--- config.mk ---
export PLATFORM = sky130hd
export DESIGN_NAME = table_constraint_propagator_top
export DESIGN_NICKNAME = d
export VERILOG_FILES = /design/src/rtl/tcp_pkg.sv /design/src/rtl/table_constraint_propagator_top.sv /design/src/rtl/tcp_cell.sv
export VERILOG_INCLUDE_DIRS = /design/src /design/src/rtl
export SDC_FILE = /design/constraint.sdc
export NUM_CORES = 2
export LEC_CHECK = 0
export ABC_AREA = 1
export BUFFER_PORTS_ARGS = -buffer_cell sky130_fd_sc_hd__buf_4
export CAP_MARGIN = 25
export CORE_MARGIN = 5
export CORE_UTILIZATION = 62
export DETAILED_ROUTE_END_ITERATION = 8
export PLACE_DENSITY_LB_ADDON = 0.05
export SLEW_MARGIN = 10
export SYNTH_ARGS = -nofsm -noshare
export SYNTH_HDL_FRONTEND = slang
export SYNTH_SLANG_ARGS = --single-unit
--- constraint.sdc ---
create_clock -name clk -period 4.5 [get_ports clk]
set_input_delay 0.225 -clock clk [delete_from_list [all_inputs] [get_ports clk]]
set_output_delay 0.225 -clock clk [all_outputs]
set_load 0.005 [all_outputs]
--- src/rtl/assert_macros.svh ---
// ----------------------------------------------------------------------------
// Assertion macros
// Shared concurrent assertion forms used by the RTL of the propagator.
// ----------------------------------------------------------------------------
`ifndef ASSERT_MACROS_SVH
`define ASSERT_MACROS_SVH

// Implication checked at every rising edge outside reset.
`define ASSERT_IMPLY(lbl, clk, rstn, ante, cons) \
	lbl: assert property (@(posedge clk) disable iff (!(rstn)) (ante) |-> (cons)) \
		else $error("implication assertion failed");

// Condition that must hold at every rising edge outside reset.
`define ASSERT_ALWAYS(lbl, clk, rstn, cond) \
	lbl: assert property (@(posedge clk) disable iff (!(rstn)) (cond)) \
		else $error("invariant assertion failed");

`endif

--- src/rtl/tcp_pkg.sv ---
// ----------------------------------------------------------------------------
// tcp_pkg
// Constants, codes and types shared by the propagator and its cells.
// ----------------------------------------------------------------------------
package tcp_pkg;

	localparam int NV       = 8;
	localparam int NR       = 64;
	localparam int STK      = NV * (NV + 1);
	localparam int VW       = $clog2(NV);
	localparam int RW       = $clog2(NR);
	localparam int SW       = $clog2(STK + 1);
	localparam int CW       = VW + 3;

	localparam logic [3:0] MARKER = 4'hF;

	localparam logic [1:0] MODE_LOAD   = 2'd0;
	localparam logic [1:0] MODE_ASSIGN = 2'd1;
	localparam logic [1:0] MODE_UNDO   = 2'd2;

	localparam logic [1:0] KIND_DONE     = 2'd0;
	localparam logic [1:0] KIND_PRUNE    = 2'd1;
	localparam logic [1:0] KIND_CONFLICT = 2'd2;

	localparam logic [1:0] CFG_NUM_SUPPORTS = 2'd0;
	localparam logic [1:0] CFG_NUM_VARS     = 2'd1;
	localparam logic [1:0] CFG_DOMAIN_SIZES = 2'd2;

	typedef enum logic [7:0] {
		ST_IDLE     = 8'b0000_0001,
		ST_PAIR     = 8'b0000_0010,
		ST_SCAN     = 8'b0000_0100,
		ST_EVAL     = 8'b0000_1000,
		ST_EMIT     = 8'b0001_0000,
		ST_FIN      = 8'b0010_0000,
		ST_UNDO_RD  = 8'b0100_0000,
		ST_UNDO_CHK = 8'b1000_0000
	} state_t;

	// Controls broadcast to every cell.
	typedef struct packed {
		logic          wr_en;
		logic [RW-1:0] wr_row;
		logic [3:0]    wr_val;
		logic          rd_en;
		logic [RW-1:0] rd_row;
		logic          clr_scan;
		logic          upd;
		logic [2:0]    set_val;
	} cell_ctl_t;

	// Controls aimed at one cell.
	typedef struct packed {
		logic wr;
		logic set;
		logic clr;
	} cell_sel_t;

endpackage

--- src/rtl/table_constraint_propagator_top.sv ---
// ----------------------------------------------------------------------------
// table_constraint_propagator_top
// Support table propagator built as a row of per-variable cells.
// ----------------------------------------------------------------------------
// An item is taken when start is high and busy is low. A load item writes one
// support entry and busy never rises. An assign pair passes through the pair
// state and back to idle; a last pair without a clash then scans the support
// rows one per cycle through the cell row and, if any row matches, walks all 64
// (variable, value) slots one per cycle to pick out pruned values. An undo item
// pops entries singly, via a read and a check state. Results appear on kind,
// prune_var, prune_val and last for exactly one cycle, marked by strobe; the
// receiver cannot stall them, and none are dropped. Every result of one
// assignment ends with last high. Configuration writes are taken at any time
// (cfg_ready is always high) and must only be issued while the block is idle.
// Support entries that were never loaded read back as unspecified values.
// ----------------------------------------------------------------------------
`include "assert_macros.svh"

module table_constraint_propagator_top
	import tcp_pkg::*;
(
	input  logic              clk,
	input  logic              arst_n,
	input  logic              start,
	output logic              busy,
	input  logic [1:0]        mode,
	input  logic [5:0]        row_index,
	input  logic [2:0]        var_index,
	input  logic signed [3:0] value,
	input  logic              last_of_literal,
	output logic              strobe,
	output logic [1:0]        kind,
	output logic [2:0]        prune_var,
	output logic [2:0]        prune_val,
	output logic              last,
	input  logic              cfg_valid,
	output logic              cfg_ready,
	input  logic [1:0]        cfg_index,
	input  logic [23:0]       cfg_data
);

	state_t        state_q;
	logic [6:0]    num_supports_q;
	logic [3:0]    num_vars_q;
	logic [23:0]   domain_sizes_q;
	logic [6:0]    nr_eff;
	logic [3:0]    nv_eff;

	logic [SW-1:0] depth_q;
	logic [3:0]    stk_q [0:STK-1];
	logic [3:0]    stk_rd_q;
	logic          stk_wr;
	logic [SW-1:0] stk_wr_addr;
	logic [3:0]    stk_wr_data;

	logic          open_q;
	logic          failed_q;
	logic [2:0]    var_q;
	logic [3:0]    val_q;
	logic          last_q;

	logic [6:0]    r_q;
	logic          valid_s1;
	logic          match_any_q;
	logic [CW-1:0] cnt_q;
	logic          pend_valid_q;
	logic [CW-1:0] pend_q;

	logic          strobe_q;
	logic [1:0]    kind_q;
	logic [2:0]    pvar_q;
	logic [2:0]    pval_q;
	logic          last_res_q;

	cell_ctl_t     ctl;
	cell_sel_t     sel [0:NV-1];
	logic [NV:0]   ok_chain;
	logic          kv_valid [0:NV-1];
	logic [2:0]    kv_val   [0:NV-1];
	logic [7:0]    pm       [0:NV-1];

	logic          accept;
	logic          usable;
	logic          known_set;
	logic          set_known;
	logic          match;
	logic          cand;
	logic          res_fire;

	assign accept    = start && (state_q == ST_IDLE);
	assign busy      = (state_q != ST_IDLE);
	assign cfg_ready = 1'b1;

	assign nr_eff = (num_supports_q > 7'(NR)) ? 7'(NR) : num_supports_q;
	assign nv_eff = (num_vars_q > 4'(NV)) ? 4'(NV) : num_vars_q;

	// Configuration registers; indexes past the list are ignored.
	always_ff @(posedge clk or negedge arst_n) begin
		if (!arst_n) begin
			num_supports_q <= 7'd0;
			num_vars_q     <= 4'd8;
			domain_sizes_q <= 24'hFF_FFFF;
		end else if (cfg_valid && cfg_ready) begin
			case (cfg_index)
				CFG_NUM_SUPPORTS: num_supports_q <= cfg_data[6:0];
				CFG_NUM_VARS:     num_vars_q     <= cfg_data[3:0];
				CFG_DOMAIN_SIZES: domain_sizes_q <= cfg_data;
				default: ;
			endcase
		end
	end

	// A pair can bind only a variable in use with a non-wildcard value.
	assign usable    = ({1'b0, var_q} < nv_eff) && !val_q[3];
	assign known_set = kv_valid[var_q];
	assign set_known = (state_q == ST_PAIR) && !failed_q && usable && !known_set;
	assign match     = valid_s1 && ok_chain[NV];
	assign cand      = pm[cnt_q[CW-1:3]][cnt_q[2:0]];

	// A result leaves on a clash, on a scan with no matching row, on each
	// prune that has a successor, and at the end of the prune walk.
	assign res_fire = ((state_q == ST_PAIR) && !failed_q && usable && known_set &&
			(kv_val[var_q] != val_q[2:0])) ||
		((state_q == ST_EVAL) && !match_any_q) ||
		((state_q == ST_EMIT) && cand && pend_valid_q) ||
		(state_q == ST_FIN);

	// Cell controls. Reads run while the scan counter is inside the table.
	always_comb begin
		ctl.wr_en    = accept && (mode == MODE_LOAD);
		ctl.wr_row   = row_index;
		ctl.wr_val   = value;
		ctl.rd_en    = (state_q == ST_SCAN) && (r_q < nr_eff);
		ctl.rd_row   = r_q[RW-1:0];
		ctl.clr_scan = (state_q == ST_PAIR) && !failed_q && last_q &&
			!(usable && known_set && (kv_val[var_q] != val_q[2:0]));
		ctl.upd      = match;
		ctl.set_val  = val_q[2:0];
		for (int i = 0; i < NV; i++) begin
			sel[i].wr  = (var_index == VW'(i));
			sel[i].set = set_known && (var_q == VW'(i));
			sel[i].clr = (state_q == ST_UNDO_CHK) && (stk_rd_q != MARKER) &&
				(stk_rd_q[VW-1:0] == VW'(i));
		end
	end

	assign ok_chain[0] = 1'b1;

	for (genvar g = 0; g < NV; g++) begin : g_cell
		tcp_cell u_cell (
			.clk        (clk),
			.arst_n     (arst_n),
			.ctl        (ctl),
			.sel        (sel[g]),
			.used       (4'(g) < nv_eff),
			.dsm1       (domain_sizes_q[3*g +: 3]),
			.ok_in      (ok_chain[g]),
			.ok_out     (ok_chain[g+1]),
			.kv_valid   (kv_valid[g]),
			.kv_val     (kv_val[g]),
			.prune_mask (pm[g])
		);
	end

	// Undo stack: a marker opens each literal, then one entry per bound
	// variable. Pushes onto a full stack are dropped.
	always_comb begin
		stk_wr      = 1'b0;
		stk_wr_addr = depth_q;
		stk_wr_data = MARKER;
		if (accept && (mode == MODE_ASSIGN) && !open_q) begin
			stk_wr = (depth_q < SW'(STK));
		end else if (set_known) begin
			stk_wr      = (depth_q < SW'(STK));
			stk_wr_data = {1'b0, var_q};
		end
	end

	always_ff @(posedge clk) begin
		if (stk_wr) begin
			stk_q[stk_wr_addr[$clog2(STK)-1:0]] <= stk_wr_data;
		end
	end

	always_ff @(posedge clk) begin
		if ((state_q == ST_UNDO_RD) && (depth_q != '0)) begin
			stk_rd_q <= stk_q[$clog2(STK)'(depth_q - SW'(1))];
		end
	end

	always_ff @(posedge clk) begin
		if (accept) begin
			var_q  <= var_index;
			val_q  <= value;
			last_q <= last_of_literal;
		end
	end

	always_ff @(posedge clk or negedge arst_n) begin
		if (!arst_n) begin
			state_q      <= ST_IDLE;
			depth_q      <= '0;
			open_q       <= 1'b0;
			failed_q     <= 1'b0;
			r_q          <= '0;
			valid_s1     <= 1'b0;
			match_any_q  <= 1'b0;
			cnt_q        <= '0;
			pend_valid_q <= 1'b0;
			pend_q       <= '0;
			strobe_q     <= 1'b0;
			kind_q       <= KIND_DONE;
			pvar_q       <= '0;
			pval_q       <= '0;
			last_res_q   <= 1'b0;
		end else begin
			strobe_q <= res_fire;
			valid_s1 <= ctl.rd_en;
			if (stk_wr) begin
				depth_q <= depth_q + SW'(1);
			end
			if (match) begin
				match_any_q <= 1'b1;
			end
			case (state_q)
				ST_IDLE: begin
					if (accept) begin
						case (mode)
							MODE_ASSIGN: begin
								if (!open_q) begin
									open_q   <= 1'b1;
									failed_q <= 1'b0;
								end
								state_q <= ST_PAIR;
							end
							MODE_UNDO: begin
								open_q   <= 1'b0;
								failed_q <= 1'b0;
								state_q  <= ST_UNDO_RD;
							end
							default: ;
						endcase
					end
				end
				ST_PAIR: begin
					state_q <= ST_IDLE;
					if (failed_q) begin
						if (last_q) begin
							open_q   <= 1'b0;
							failed_q <= 1'b0;
						end
					end else if (usable && known_set && (kv_val[var_q] != val_q[2:0])) begin
						kind_q     <= KIND_CONFLICT;
						pvar_q     <= '0;
						pval_q     <= '0;
						last_res_q <= 1'b1;
						if (last_q) begin
							open_q <= 1'b0;
						end else begin
							failed_q <= 1'b1;
						end
					end else if (last_q) begin
						open_q      <= 1'b0;
						r_q         <= '0;
						match_any_q <= 1'b0;
						state_q     <= ST_SCAN;
					end
				end
				ST_SCAN: begin
					if (r_q < nr_eff) begin
						r_q <= r_q + 7'd1;
					end else if (!valid_s1) begin
						state_q <= ST_EVAL;
					end
				end
				ST_EVAL: begin
					if (!match_any_q) begin
						kind_q     <= KIND_CONFLICT;
						pvar_q     <= '0;
						pval_q     <= '0;
						last_res_q <= 1'b1;
						state_q    <= ST_IDLE;
					end else begin
						cnt_q        <= '0;
						pend_valid_q <= 1'b0;
						state_q      <= ST_EMIT;
					end
				end
				ST_EMIT: begin
					// Hold one prune back so the final one can carry last.
					if (cand) begin
						if (pend_valid_q) begin
							kind_q     <= KIND_PRUNE;
							pvar_q     <= pend_q[CW-1:3];
							pval_q     <= pend_q[2:0];
							last_res_q <= 1'b0;
						end
						pend_valid_q <= 1'b1;
						pend_q       <= cnt_q;
					end
					cnt_q <= cnt_q + CW'(1);
					if (cnt_q == '1) begin
						state_q <= ST_FIN;
					end
				end
				ST_FIN: begin
					kind_q     <= pend_valid_q ? KIND_PRUNE : KIND_DONE;
					pvar_q     <= pend_valid_q ? pend_q[CW-1:3] : 3'd0;
					pval_q     <= pend_valid_q ? pend_q[2:0] : 3'd0;
					last_res_q <= 1'b1;
					state_q    <= ST_IDLE;
				end
				ST_UNDO_RD: begin
					if (depth_q == '0) begin
						state_q <= ST_IDLE;
					end else begin
						depth_q <= depth_q - SW'(1);
						state_q <= ST_UNDO_CHK;
					end
				end
				ST_UNDO_CHK: begin
					state_q <= (stk_rd_q == MARKER) ? ST_IDLE : ST_UNDO_RD;
				end
				default: state_q <= ST_IDLE;
			endcase
		end
	end

	assign strobe    = strobe_q;
	assign kind      = kind_q;
	assign prune_var = pvar_q;
	assign prune_val = pval_q;
	assign last      = last_res_q;

	`ASSERT_IMPLY(a_strobe_from_busy, clk, arst_n, strobe, $past(busy))
	`ASSERT_ALWAYS(a_depth_bound, clk, arst_n, depth_q <= SW'(STK))
	`ASSERT_IMPLY(a_conflict_is_last, clk, arst_n, strobe && (kind == KIND_CONFLICT), last)
	`ASSERT_IMPLY(a_scan_reads_idle, clk, arst_n, valid_s1, $past(state_q == ST_SCAN))

endmodule

--- src/rtl/tcp_cell.sv ---
// ----------------------------------------------------------------------------
// tcp_cell
// One variable column: its support entries, known value and scan summary.
// ----------------------------------------------------------------------------
module tcp_cell
	import tcp_pkg::*;
(
	input  logic       clk,
	input  logic       arst_n,
	input  cell_ctl_t  ctl,
	input  cell_sel_t  sel,
	input  logic       used,
	input  logic [2:0] dsm1,
	input  logic       ok_in,
	output logic       ok_out,
	output logic       kv_valid,
	output logic [2:0] kv_val,
	output logic [7:0] prune_mask
);

	logic [3:0] mem_q [0:NR-1];
	logic [3:0] rd_q;
	logic       kv_valid_q;
	logic [2:0] kv_val_q;
	logic [7:0] seen_q;
	logic       wild_q;
	logic       local_ok;
	logic [7:0] dom_mask;

	always_ff @(posedge clk) begin
		if (ctl.wr_en && sel.wr) begin
			mem_q[ctl.wr_row] <= ctl.wr_val;
		end
	end

	always_ff @(posedge clk) begin
		if (ctl.rd_en) begin
			rd_q <= mem_q[ctl.rd_row];
		end
	end

	always_ff @(posedge clk or negedge arst_n) begin
		if (!arst_n) begin
			kv_valid_q <= 1'b0;
		end else if (sel.set) begin
			kv_valid_q <= 1'b1;
		end else if (sel.clr) begin
			kv_valid_q <= 1'b0;
		end
	end

	always_ff @(posedge clk) begin
		if (sel.set) begin
			kv_val_q <= ctl.set_val;
		end
	end

	// A wildcard entry always fits; a value must lie in the domain and agree
	// with the known value, if there is one.
	assign local_ok = !used || rd_q[3] ||
		((rd_q[2:0] <= dsm1) && (!kv_valid_q || (kv_val_q == rd_q[2:0])));
	assign ok_out = ok_in & local_ok;

	always_ff @(posedge clk or negedge arst_n) begin
		if (!arst_n) begin
			seen_q <= '0;
			wild_q <= 1'b0;
		end else if (ctl.clr_scan) begin
			seen_q <= '0;
			wild_q <= 1'b0;
		end else if (ctl.upd && used) begin
			if (rd_q[3]) begin
				wild_q <= 1'b1;
			end else begin
				seen_q[rd_q[2:0]] <= 1'b1;
			end
		end
	end

	always_comb begin
		for (int j = 0; j < 8; j++) begin
			dom_mask[j] = (3'(j) <= dsm1);
		end
	end

	assign prune_mask = (used && !wild_q) ? (~seen_q & dom_mask) : 8'h00;
	assign kv_valid   = kv_valid_q;
	assign kv_val     = kv_val_q;

endmodule

# After elaboration in Yosys (flattened, before gate mapping)
# Memories as Yosys holds them, arrays and structs flattened. A register that Yosys moved wholly into a read port is not among the register bits.
# Index checks and enable logic that the tools add are counted.
# W data, S select, Z words.
totals:
  ramBits: 2336
  memories: 9
  in_bits: 46
  wordCells: 656
  regBits: 196
  output_inout_bits: 12
memory_table:
  columns: ["memory", "words", "width", "rd", "rd_clocked_by_memory_dff", "wr", "line", "rtl"]
  rows:
  - ["stk_q", 72, 4, 1, 1, 1, "table_constraint_propagator_top.sv:50", "logic [3:0] stk_q [0:STK-1];"]
  - ["g_cell[0].u_cell.mem_q", 64, 4, 1, 1, 1, "tcp_cell.sv:21", "logic [3:0] mem_q [0:NR-1];"]
  - ["g_cell[1].u_cell.mem_q", 64, 4, 1, 1, 1, "tcp_cell.sv:21", null]
  - ["g_cell[2].u_cell.mem_q", 64, 4, 1, 1, 1, "tcp_cell.sv:21", null]
  - ["g_cell[3].u_cell.mem_q", 64, 4, 1, 1, 1, "tcp_cell.sv:21", null]
  - ["g_cell[4].u_cell.mem_q", 64, 4, 1, 1, 1, "tcp_cell.sv:21", null]
  - ["+3 memories", null, null, null, null, null, null, null]
classes:
  n_reduce_logical: 196
  n_lt_le_gt_ge: 104
  bitwise: 33
  eq_ne: 69
  mux: 188
  add_sub_neg: 4
op_table:
  columns: ["cell", "count"]
  rows:
  - ["$mux W8", 39]
  - ["$le A3 B3 Y1 const A", 32]
  - ["$mux W1", 91]
  - ["$logic_and A1 B1 Y1", 77]
  - ["$and A8 B8 Y8", 8]
  - ["$not A8 Y8", 8]
  - ["$or A8 B8 Y8", 8]
  - ["$mux W7", 9]
  - ["$pmux W8 S7", 1]
  - ["$reduce_bool A2 Y1", 27]
  - ["$le A1 B3 Y1 const A", 16]
  - ["$le A2 B3 Y1 const A", 16]
  - ["$mux W3", 14]
  - ["$reduce_and A2 Y1", 21]
  - ["$eq A3 B3 Y1 const B", 12]
  - ["$lt A3 B4 Y1 const B", 9]
  - ["$ne A2 B2 Y1 const B", 18]
  - ["$logic_not A1 Y1", 30]
  - ["$logic_or A1 B1 Y1", 27]
  - ["$bmux W8 S3", 1]
  - ["$demux W1 S3", 8]
  - ["$eq A3 B3 Y1", 8]
  - ["$ge A3 B1 Y1 const B", 8]
  - ["$le A3 B3 Y1", 8]
  - ["56 further kinds", 98]

# Logic depth before layout (Yosys ltp)
depth:
  ltp_word: 19
  depth_mapped: 18
  mapped_depth_nobuf: 16

# By module
# From an unflattened synthesis, not the netlist that was laid out.
hier_totals:
  hier_cells: 9953
  hier_area_um2: 109548.8
by_module_without_submodules:
  columns: ["module", "area_each_um2", "cells_per_inst", "n_inst", "seq_area_each_um2"]
  rows:
  - ["tcp_cell at g_cell[0].u_cell ...", 11481.0, 1026, 7, 8147.8]
  - ["table_constraint_propagator_top", 17700.7, 1747, 1, 11143.2]
  - ["tcp_cell at g_cell[7].u_cell", 11481.0, 1024, 1, 8147.8]

# Worst setup path before layout
# Ideal clock, no wire load.
synth_path:
  kind: "reg-to-reg"
  startpoint: "reg num_vars_q[3]"
  endpoint: "mem stk_q[0][2], data pin"
  arrival_ns: 2.934
  setup_slack_ns: 1.023
  path_buffers: 1
  path_stages_with_launch: 11
  synth_period_minus_slack_ns: 3.477
  setup_ns: 0.543
  required_ns: 3.957
  cell_sequence: "dfstp_2 > inv_2 > buf_6 > o21ai_0 > ha_1 > a21oi_1 > o21ai_0 > nor2_1 > nand2_2 > inv_1 > nand2_1"
synth_between:
  elab_chain_len: 8
synth_lines:
  columns: ["item", "line", "rtl"]
  rows:
  - ["start, declared", "table_constraint_propagator_top.sv:44", "logic [3:0] num_vars_q;"]
  - ["start signal, assigned", "table_constraint_propagator_top.sv:106", "CFG_NUM_VARS: num_vars_q <= cfg_data[3:0];"]
  - ["$gt A4 B4 Y1", "table_constraint_propagator_top.sv:95", "assign nv_eff = (num_vars_q > 4'(NV)) ? 4'(NV) : num_vars_q;"]
  - ["$mux W4 *", "table_constraint_propagator_top.sv:95", null]
  - ["$lt A3 B4 Y1 *", "table_constraint_propagator_top.sv:114", "assign usable = ({1'b0, var_q} < nv_eff) && !val_q[3];"]
  - ["$logic_and A1 B1 Y1 *", "table_constraint_propagator_top.sv:114", null]
  - ["$logic_and A1 B1 Y1 * (2 in series)", "table_constraint_propagator_top.sv:116", "assign set_known = (state_q == ST_PAIR) && !failed_q && usable && !known_set;"]
  - ["$mux W4 *", "table_constraint_propagator_top.sv:173", "end else if (set_known) begin"]
  - ["$mux W4 *", "table_constraint_propagator_top.sv:171", "if (accept && (mode == MODE_ASSIGN) && !open_q) begin"]
  - ["net stk_wr_data[2]", "table_constraint_propagator_top.sv:54", "logic [3:0] stk_wr_data;"]
  - ["end, declared", "table_constraint_propagator_top.sv:50", null]
# Mark *: on every way through the listed nets, which the timed path passes. The rest lies on a longest branch.

# Worst setup path in the final report
layout_path:
  startpoint: "reg num_vars_q[3]"
  endpoint: "reg g_cell[2].u_cell.seen_q[1]"
layout_between:
  elab_chain_len: 17
  elab_cells_between_ends: 53
  classes_between: "10 x order compare; 1 x eq/ne; 2 x mux; 7 x bitwise; 33 x reduce/logical"
layout_lines:
  columns: ["item", "line", "rtl"]
  rows:
  - ["$gt A4 B4 Y1", "table_constraint_propagator_top.sv:95", null]
  - ["$mux W4 *", "table_constraint_propagator_top.sv:95", null]
  - ["$lt A1 B4 Y1", "table_constraint_propagator_top.sv:155", ".used (4'(g) < nv_eff),"]
  - ["$logic_not A1 Y1", "tcp_cell.sv:60", "assign local_ok = !used || rd_q[3] ||"]
  - ["$logic_or A1 B1 Y1 (2 in series)", "tcp_cell.sv:60", null]
  - ["$and A1 B1 Y1 (7 in series)", "tcp_cell.sv:62", "assign ok_out = ok_in & local_ok;"]
  - ["$logic_and A1 B1 Y1", "table_constraint_propagator_top.sv:117", "assign match = valid_s1 && ok_chain[NV];"]
  - ["$logic_and A1 B1 Y1", "tcp_cell.sv:71", "end else if (ctl.upd && used) begin"]
  - ["$reduce_bool A2 Y1 (no source line)", null, null]
  - ["$reduce_and A2 Y1 (no source line)", null, null]
  - ["end signal, assigned", "tcp_cell.sv:66", "seen_q <= '0;"]
  - ["end signal, assigned", "tcp_cell.sv:69", "seen_q <= '0;"]
  - ["end signal, assigned by index", "tcp_cell.sv:75", "seen_q[rd_q[2:0]] <= 1'b1;"]
  - ["end, declared", "tcp_cell.sv:25", "logic [7:0] seen_q;"]
# Mark *: on every way between the ends. The rest lies on a longest branch, timed or not.
# A chain may end at the register's enable or synchronous reset.

==> out/metrics.cfg <==
[status]
status=finished clean

[setup_path]
path_depth=13
cp_data_arrival_time_ps=4340
r2r_cells=13
reg2reg_from=num_vars_q[3]$_DFFE_PN1P_
reg2reg_to=g_cell[2].u_cell.seen_q[1]$_DFFE_PN0P_
path_max_fanout=42
worst_path_largest_cell_delay_ps=730
path_buf_inv=2
cp-endpoint=g_cell[2].u_cell.seen_q[1]$_DFFE_PN0P_
cp_top_family=simple AND/OR/NAND/NOR gates
required_ps=5270
crit_path_start_kind=register
critical_path.endpoint_type=register
timing.critical_path.cells=inv_2 -> o21ai_0 -> ha_1 -> a21oi_1 -> o21ai_0 -> nor2_1 -> and2_1 -> nand2_2 -> nand2_4 -> inv_2 -> nor2_1 -> nand3_1 -> nand2_1
crit_slowest_cell=inv_2
reg2reg_slack_ps=930
path_class=reg2reg
critical_path.startpoint=num_vars_q[3]$_DFFE_PN1P_

[place]
io_buffers=56
gp_congestion=0.930
dpl.hpwl_mm=177

[yosys]
syn_inst=8797
synthFlopType=edfxtp_1
synth_cell_types=59
yosysTopAreaCellShare_pct=68.2
synth_warnings=0
synth_area_leader_cell=edfxtp_1
syn_area_um2=106000
syn_nets=8879
syn_avg_cell_area_um2=12.0
synth_commonest_cells=2404 x edfxtp_1, 1888 x nor2_1, 1236 x o21ai_0, 705 x nand2_1, 464 x clkbuf_1
synth_edf_count=2404
synth.most_common_cell=edfxtp_1
yosysSeqAreaShare_pct=72.1
synthArstFlopShare_pct=6.39
ys_seq_elements=2568
ys_top_cells_by_area=edfxtp_1 68%, nor2_1 6.7%, o21ai_0 5.8%

[clock_tree]
clk_latency_ps=930
holdBufCountCts=44
cts_sinks=2568
ctsHtreeMaxLevel=5
cts_resized=0
cts_buffer_depth=4
clk_pin_slew_worst_paths_ps=60
cts_buffers=276
cts-root-buf=clkbuf_16
post-cts-setup-buffers=0
cts_tree=done

[power]
peakVddDrop_uv=383
pwr-share-comb_pct=17.1
clkPwrFrac_pct=37.2
power.total_mw=58.4
seqPwrFrac_pct=45.6
p_leak_nw=38.0
p_int_mw=41.9
sw_frac_of_total_pct=28.3
p_switching_mw=16.5
power-per-cell-area_nw_per_um2=497

[die]
die_h_um=423
start_util_pct=62.4
die_area_um2=179000
fp.dieW_um=423
io_pins=58
rows=151
core_um2=170000

[worst_hold_path]
hold_start=last_of_literal
hp-class=in2reg

[routing]
wl_per_cell_um=26.4
vias_per_cell=6.50
drt_first_pass_iters=8
initialDrtViolationCount=9317
vias=72600
routed_wl_mm=295
antenna_left=0
drc_errors=0

[grt]
grt_max_degree=165
grt_usage_pct=32.5
antenna_found_initial=10
first_global_vias=70100
grt_pass1_wl_mm=437
grt_overflow=0

[sta]
fmax_mhz=280
rsz0062_at_grt=no
tightest_slew_ps=1130
setup_viol=0
fin_crit_ps=3570
fin_crit_sh_pct=79.3
hold_viol_final=0
maxSlewHeadroom_pct=24.4
slew_viol_final=0
skew_ps=51.5
finalSetupTns_ps=0

[final_layout]
finalNetCount=8834
syn_to_final_growth_pct=11.1
drive_above_1_share_pct=8.08

[flow_run]
drv_cap=0

-- through the flow --
stage	cell area [µm²]	hold slack (ps)	cells	util [%]	worst slack [ps]
detailed placement	109000	331	10600	64.0	1000
floorplan	106000	-70.6	8797	-	1020
CTS	118000	40.1	11200	69.3	987
finish	118000	114	11200	69.4	930
global route	118000	80.6	11200	69.4	725
global placement	109000	325	10600	64.0	946
-- registers in the layout, indices dropped and copies added, names as in the netlist, 4 cells and up --
name	flops
g_cell.u_cell.mem_q	2048
stk_q	288
g_cell.u_cell.seen_q	64
g_cell.u_cell.rd_q	32
domain_sizes_q	24
g_cell.u_cell.kv_val	24
g_cell.u_cell.kv_valid	8
g_cell.u_cell.wild_q	8
state_q	8
depth_q	7
num_supports_q	7
r_q	7
cnt_q	6
pend_q	6
num_vars_q	4
stk_rd_q	4
val_q	4
-- metal layers --
metal / global-route usage [%] / up-vias / share of wire, %
met5: 0 / - / 0.0061
met4: 15.7 / 2 / 5.3
met3: 6.80 / 716 / 10
met2: 50.2 / 4106 / 46
met1: 44.6 / 35600 / 38
li1: - / 32200 / -
-- layout by cell type, fill, tap and decap left out, drive strengths merged, types with 12 or more instances in the layout --
master       Yosys  layout
edfxtp        2404    2404
nor2          1899    1899
o21ai         1246    1246
nand2          721     721
nand3          386     386
o22ai          369     369
clkbuf         464     348
o221ai         221     221
inv            217     221
buf            111     208
a21oi          164     164
dfrtp          138     138
nand4          101     101
clkinv          14      99
o211ai          86      86
nor3            78      78
dlygate4sd3      0      44
ha              36      36
dfstp           26      26
bufinv           0      21
a31o            18      18
o31ai           18      18
xor2            16      16
xnor2           12      12
-- cells by family after synthesis --
family | Yosys count | share of synthesized area, %
and+or+nand+nor | 3198 | 12.4
DFF | 2568 | 72.1
AOI/OAI and AO/OA | 2156 | 11.8
buffers and inverters | 806 | 3.00
adders and majority gates | 36 | 0.425
xor gates and xnor gates | 28 | 0.239
muxes | 4 | 0.0425
other | 1 | 0.00354
-- power groups by stage --
stage,registers (mW),clock network (mW),logic [mW]
5_1_grt,26.7,23.0,10.9
3_5_place_dp,27.1,0,9.77
6_report,26.7,21.8,10.0
2_1_floorplan,26.9,0,6.42
4_1_cts,26.6,21.9,9.86
3_3_place_gp,27.1,0,9.61
-- worst min-delay path by stage --
stage / endpoint / depth (start not counted) / slack, ps
after detailed placement: g_cell[6].u_cell.seen_q[2]$_DFFE_PN0P_ / 1 / 330
after floorplan: cnt_q[0]$_DFFE_PN0P_ / 0 / -70
after global placement: g_cell[6].u_cell.seen_q[2]$_DFFE_PN0P_ / 1 / 320
after global routing: last_q$_DFFE_PP_ / 2 / 80
final: last_q$_DFFE_PP_ / 2 / 110
after CTS: last_q$_DFFE_PP_ / 2 / 40
-- layout make-up --
type | count | area, µm²
timing repair buffer | 252 | 2630
inverter | 231 | 897
clock buffer | 348 | 7430
sequential | 2568 | 76300
antenna | 5 | 12.5
multi-input combinational | 5423 | 26500
tap | 2218 | 2780
fill | 11900 | 52000
clock inverter | 118 | 1110
Note: power is estimated with default switching activity, not from simulation.
